==> config.mk <==
export PLATFORM = sky130hd
export DESIGN_NAME = sorted_insert_list
export DESIGN_NICKNAME = d
export VERILOG_FILES = /design/src/rtl/slp_pkg.sv /design/src/rtl/slp_cell.sv /design/src/rtl/sorted_insert_list.sv
export SDC_FILE = /design/constraint.sdc
export NUM_CORES = 1
export LEC_CHECK = 0
export ABC_AREA = 0
export BUFFER_PORTS_ARGS = -buffer_cell sky130_fd_sc_hd__buf_2
export CAP_MARGIN = 20
export CORE_ASPECT_RATIO = 0.75
export CORE_UTILIZATION = 52
export CTS_CLUSTER_SIZE = 8
export DETAILED_ROUTE_END_ITERATION = 10
export GPL_ROUTABILITY_DRIVEN = 1
export HOLD_SLACK_MARGIN = 0.06
export PLACE_DENSITY = 0.74
export SYNTH_ARGS = -nofsm -noshare
export SYNTH_HDL_FRONTEND = slang
export SYNTH_SLANG_ARGS = --single-unit
export TNS_END_PERCENT = 1
==> constraint.sdc <==
create_clock -name i_clk -period 7.3 [get_ports i_clk]
set_input_delay 1.825 -clock i_clk [delete_from_list [all_inputs] [get_ports i_clk]]
set_output_delay 1.825 -clock i_clk [all_outputs]
set_load 0.02 [all_outputs]
==> src/rtl/slp_pkg.sv <==
`timescale 1ns / 1ps

package slp_pkg;

    localparam int CAPACITY = 16;
    localparam int KEY_BITS = 16;
    localparam int CNT_W    = $clog2(CAPACITY + 1);
    localparam int IDX_W    = $clog2(CAPACITY);

    typedef struct packed {
        logic [15:0] record_tag;
        logic [15:0] sort_key;
    } t_in_item;

    typedef struct packed {
        logic [15:0] out_tag;
        logic [15:0] out_key;
        logic        descending_pass;
        logic        last_of_run;
        logic        dropped;
    } t_out_item;

    typedef struct packed {
        logic [15:0]         tag;
        logic [KEY_BITS-1:0] key;
    } t_entry;

    function automatic logic [KEY_BITS-1:0] to_key(input logic [15:0] k);
        logic [47:0] w;
        w = {32'b0, k};
        return w[KEY_BITS-1:0];
    endfunction

    function automatic logic [15:0] from_key(input logic [KEY_BITS-1:0] k);
        logic [KEY_BITS+15:0] w;
        w = {16'b0, k};
        return w[15:0];
    endfunction

endpackage

==> src/rtl/slp_cell.sv <==
`timescale 1ns / 1ps

module slp_cell (
    input  logic            i_clk,
    input  logic            i_ins,
    input  logic            i_occ,
    input  slp_pkg::t_entry i_new,
    input  slp_pkg::t_entry i_prev,
    input  logic            i_prev_keep,
    output slp_pkg::t_entry o_entry,
    output logic            o_keep
);
    import slp_pkg::*;

    t_entry r_entry;

    // A cell keeps its entry when that entry is stored and sorts before the new one.
    assign o_keep  = i_occ && (r_entry.key < i_new.key);
    assign o_entry = r_entry;

    always_ff @(posedge i_clk) begin
        if (i_ins && !o_keep) begin
            r_entry <= i_prev_keep ? i_new : i_prev;
        end
    end

endmodule

==> src/rtl/sorted_insert_list.sv <==
`timescale 1ns / 1ps

// Sorted insert list. Each input item carries a tag and a key; the record is
// placed into a row of cells kept in ascending key order, ahead of any equal
// keys. Both channels use valid and stall; an item moves on a clock edge where
// valid is high and stall is low.
// After an insert the block lists all n stored entries ascending, then all n
// descending, setting descending_pass on the descending items and last_of_run
// on the final item. The insert is written into the cells on the accept edge,
// which also moves the state to listing; the single read port then walks the
// cells into the output register one per cycle while output stall is low.
// When the list already holds CAPACITY entries, the input is refused and one
// result with dropped set is shown in the cycle after acceptance.
// Input is stalled while a listing runs and while an undelivered result waits
// under output stall. A stalled result holds its value until taken.
// Synchronous reset empties the list and clears the output valid flag; stored
// entries keep whatever they held and are never read before written again.
module sorted_insert_list (
    input  logic               i_clk,
    input  logic               i_rst_n,
    input  logic               i_in_valid,
    output logic               o_in_stall,
    input  slp_pkg::t_in_item  i_in_data,
    output logic               o_out_valid,
    input  logic               i_out_stall,
    output slp_pkg::t_out_item o_out_data
);
    import slp_pkg::*;

    localparam logic S_IDLE = 1'b0;
    localparam logic S_LIST = 1'b1;

    logic             r_state;
    logic [CNT_W-1:0] r_cnt;
    logic [IDX_W-1:0] r_idx;
    logic             r_desc;
    logic             r_out_valid;
    t_out_item        r_out;

    t_entry w_new;
    t_entry w_entry [CAPACITY];
    logic   w_keep  [CAPACITY];
    logic   w_ins;
    logic   w_full;
    logic   w_adv;
    logic   w_acc;
    t_entry w_rd;

    assign w_new.tag   = i_in_data.record_tag;
    assign w_new.key   = to_key(i_in_data.sort_key);
    assign w_full      = (r_cnt == CNT_W'(CAPACITY));
    assign o_in_stall  = (r_state != S_IDLE) || (r_out_valid && i_out_stall);
    assign w_acc       = i_in_valid && !o_in_stall;
    assign w_ins       = w_acc && !w_full;
    assign w_adv       = !r_out_valid || !i_out_stall;
    assign w_rd        = w_entry[r_idx];
    assign o_out_valid = r_out_valid;
    assign o_out_data  = r_out;

    for (genvar g = 0; g < CAPACITY; g++) begin : g_cell
        slp_cell u_cell (
            .i_clk      (i_clk),
            .i_ins      (w_ins),
            .i_occ      (CNT_W'(g) < r_cnt),
            .i_new      (w_new),
            .i_prev     ((g == 0) ? w_new : w_entry[(g == 0) ? 0 : g - 1]),
            .i_prev_keep((g == 0) ? 1'b1 : w_keep[(g == 0) ? 0 : g - 1]),
            .o_entry    (w_entry[g]),
            .o_keep     (w_keep[g])
        );
    end

    always_ff @(posedge i_clk) begin
        if (!i_rst_n) begin
            r_state     <= S_IDLE;
            r_cnt       <= '0;
            r_idx       <= '0;
            r_desc      <= 1'b0;
            r_out_valid <= 1'b0;
        end else begin
            unique case (r_state)
                S_IDLE: begin
                    if (w_adv) begin
                        r_out_valid <= 1'b0;
                    end
                    if (w_acc) begin
                        if (w_full) begin
                            r_out_valid           <= 1'b1;
                            r_out.out_tag         <= i_in_data.record_tag;
                            r_out.out_key         <= from_key(w_new.key);
                            r_out.descending_pass <= 1'b0;
                            r_out.last_of_run     <= 1'b1;
                            r_out.dropped         <= 1'b1;
                        end else begin
                            r_cnt   <= r_cnt + 1'b1;
                            r_idx   <= '0;
                            r_desc  <= 1'b0;
                            r_state <= S_LIST;
                        end
                    end
                end
                S_LIST: begin
                    if (w_adv) begin
                        r_out_valid           <= 1'b1;
                        r_out.out_tag         <= w_rd.tag;
                        r_out.out_key         <= from_key(w_rd.key);
                        r_out.descending_pass <= r_desc;
                        r_out.last_of_run     <= r_desc && (r_idx == '0);
                        r_out.dropped         <= 1'b0;
                        if (!r_desc) begin
                            if (CNT_W'(r_idx) == r_cnt - 1'b1) begin
                                r_desc <= 1'b1;
                            end else begin
                                r_idx <= r_idx + 1'b1;
                            end
                        end else if (r_idx == '0) begin
                            r_state <= S_IDLE;
                        end else begin
                            r_idx <= r_idx - 1'b1;
                        end
                    end
                end
                default: begin
                    r_state <= S_IDLE;
                end
            endcase
        end
    end

endmodule

==> results.toml <==
[flow_run]
drv_cap = 0

[grt]
grt_pass1_vias = 21610
grt_overflow = 0
grt_usage = 0.2903
antenna_found_initial = 3
grt_max_degree = 114
grt_first_pass_wirelength_um = 138800

[critical_path]
regToRegEndpoint = "g_cell[3].u_cell.o_entry[5]$_DFFE_PP_"
slowest_stage = "inv_1"
r2r_cells = 7
crit_start = "i_in_data[4]"
timing.rr.start = "r_cnt[1]$_SDFFE_PN0P_"
cpLargestDelayFamily = "buffers and inverters"
crit_type = "input port to flip-flop"
end_kind = "flip-flop"
worst_ep_arrival_time_ns = 5.54
crit_buf_inv = 3
cp_slowest_stage_delay_ns = 0.53
cp.depth = 9
startpoint_type = "input port"
endpoint = "g_cell[12].u_cell.o_entry[0]$_DFFE_PP_"
critical_path.max_fanout = 22
cp_data_required_time_ns = 7.57
reg2reg_slack_ns = 3.32
path_cells = "buf_2 > inv_1 > ha_1 > nand4_1 > o41a_1 > o21ai_1 > a41oi_4 > nor2_4 > buf_4"

[clocking]
cts_max_level = 3
cts_root_buf = "clkbuf_16"
clk_latency_ns = 0.63
clock-sinks = 559
clk_pin_slew_ns = 0.05
cts-hold-fix-buffers = 0
cts_tree = "built"
cts_resized = 0
cts_setup_buffers = 0
cts-buffers-inserted = 79
cts_buffer_depth = 3

[die]
die_w_um = 293.0
rows = 79
initial_utilization = 0.5296
core_mm2 = 0.06237
io_pins = 73
die_h_um = 220.3
dieArea_mm2 = 0.06455

[timing]
fin_skew_ns = 0.02858
setup_viol = 0
min_period_over_period = 0.7229
fin_crit_ns = 5.277
fin_tns_setup_ns = 0
rsz0062_at_grt = "no"
fmax_mhz = 189.5
worst_slack_ns = 2.023
slew_viol_final = 0
worst_pin_slew_ns = 1.132
hold_viol_final = 0
max_slew_margin = 0.2438

[routing]
num_vias = 21500
antenna_left = 0
drt_iter0_drc = 2630
via_per_inst = 6.701
wl_per_cell_um = 28.95
first_pass_iters = 6
drc = 0
routed_wl_um = 92920

[synthesis]
synth-adder-area-share = 0.09340
synth_top_family_by_area = "multiplexers"
synthCells = 2276
avgSynthCellArea_um2 = 14.51
synthXorXnorAreaFrac = 0.002121
synthSimpleGateAreaFrac = 0.05238
synth-edff-count = 547
async_flop_share = 0
synth_compound_area_frac = 0.05681
synthesis.nets = 2558
synth_seq_area_share = 0.5045
yosysWarningCount = 0
synth.area.top_cells = "edfxtp_1 (50%), mux2_2 (14%), ha_1 (9.3%), mux4_2 (8.7%), mux2_4 (3.0%)"
synth_most_common_cell = "edfxtp_1"
ys.flop_type = "edfxtp_1"
synth_area_mm2 = 0.03303
synth_cell_types = 70
yosysTopAreaCellShare = 0.4972
synthTopCellsByCount = "edfxtp_1 (547), mux2_2 (411), ha_1 (245)"
synth_largest_area_cell = "edfxtp_1"
muxShareOfSynthArea = 0.2640
yosys_register_bits = 559

[placement]
pre_cts_ws_ns = 1.486
dpl.hpwl_um = 62490
finalWeightedCongestion = 0.9371
port_buffers = 72

[pwr]
p_total_mw = 8.886
p_leak_nw = 13.44
ir_worst_vdd_uv = 209.1
p_per_area_mw_per_mm2 = 242.8

[final_layout]
nNetsFinal = 2616
drive_gt1_frac = 0.3623
fillers = 4711
multiInputGateArea_mm2 = 0.01575
seq_area_mm2 = 0.01667
area_delta_synth_final_pct = 10.78

[worst_hold_path]
hp-class = "flip-flop to flip-flop"

[run_status]
status = "completed"
kinds of logic (layout without fill, tap and decap cells):
logic type,count (synthesis),after routing
other,0,2
AND/OR/NAND/NOR,380,380
flip-flops,559,559
multiplexers,626,626
AO/OA/AOI/OAI,282,282
XOR/XNOR,8,8
adder cells (fa/ha/maj),246,246
buffers and inverters,175,256
cell usage in the layout, fill, tap and decap left out, drive strengths merged, types with 6 or more instances in the layout:
cell       n
mux2     480
buf      122
ha       245
a22oi     16
a2111oi    7
a41oi      7
clkbuf    99
a21o      14
nand3     25
mux2i     18
o211ai     6
nand2b    10
a21oi     87
nand2    201
edfxtp   547
nand4     26
a211oi    15
a21boi     7
xnor2      6
nor2b     15
mux4     128
o21ai     74
inv       32
a221o     18
nor3      36
dfxtp     12
nor2      42
how the worst min path moves through the flow:
stage,startpoint,endpoint,depth (start not counted),slack (ns)
global route,g_cell[6].u_cell.o_entry[18]$_DFFE_PP_,g_cell[7].u_cell.o_entry[18]$_DFFE_PP_,1,0.58
finish,g_cell[3].u_cell.o_entry[31]$_DFFE_PP_,g_cell[4].u_cell.o_entry[31]$_DFFE_PP_,1,0.56
detailed placement,g_cell[8].u_cell.o_entry[30]$_DFFE_PP_,g_cell[9].u_cell.o_entry[30]$_DFFE_PP_,1,0.56
CTS,g_cell[3].u_cell.o_entry[31]$_DFFE_PP_,g_cell[4].u_cell.o_entry[31]$_DFFE_PP_,1,0.57
global placement,g_cell[2].u_cell.o_entry[29]$_DFFE_PP_,g_cell[3].u_cell.o_entry[29]$_DFFE_PP_,1,0.55
floorplan,r_state$_SDFF_PN0_,o_out_data[1]$_SDFFCE_PN1P_,1,0.51
layout make-up:
cell class,count,share of cell area
diodes,2,0.0001368
clock buffers,99,0.05724
clock inverters,5,0.002291
inverters,30,0.003077
multi-input cells,1542,0.4303
flip-flops and latches,559,0.4557
well taps,850,0.02906
repair buffers,122,0.02222
metal layers:
layer / vias up / wire [um] / GRT usage
li1: 9136 / - / -
met5: - / 10 / 0
met1: 10970 / 39220 / 0.4134
met4: 2 / 2482 / 0.09511
met2: 1226 / 39730 / 0.4182
met3: 167 / 11470 / 0.09582
metrics by stage:
step	cell area, um^2	cells	hold slack [ns]	util
CTS	36560	3205	0.5650	0.5862
floorplan	33030	2276	0.5146	-
detailed placement	34380	3101	0.5568	0.5513
finish	36590	3209	0.5621	0.5867
global placement	34310	3098	0.5492	0.5501
global route	36590	3209	0.5825	0.5867
worst reg2reg max path, stage by stage, from the launching register on:
cell	delay (ns)
dfxtp_1	0.60
inv_1	0.15
ha_1	0.26
nand3_1	0.22
nand3_2	0.84
buf_4	0.58
nor2_4	0.61
buf_4	0.39
where the power goes:
group	switching, mW	internal (mW)	leakage (nW)
logic	0.773	0.614	7.09
registers	0.216	3.92	5.29
clock network	1.37	1.99	1.06
total	2.36	6.52	13.4
registers in the layout (all words and copies together) (netlist names):
register,count
r_idx,4
o_out_data,35
r_cnt,5
o_out_valid,1
r_desc,1
r_state,1
g_cell.u_cell.o_entry,512
No activity file was read; power rests on OpenSTA's default activity.
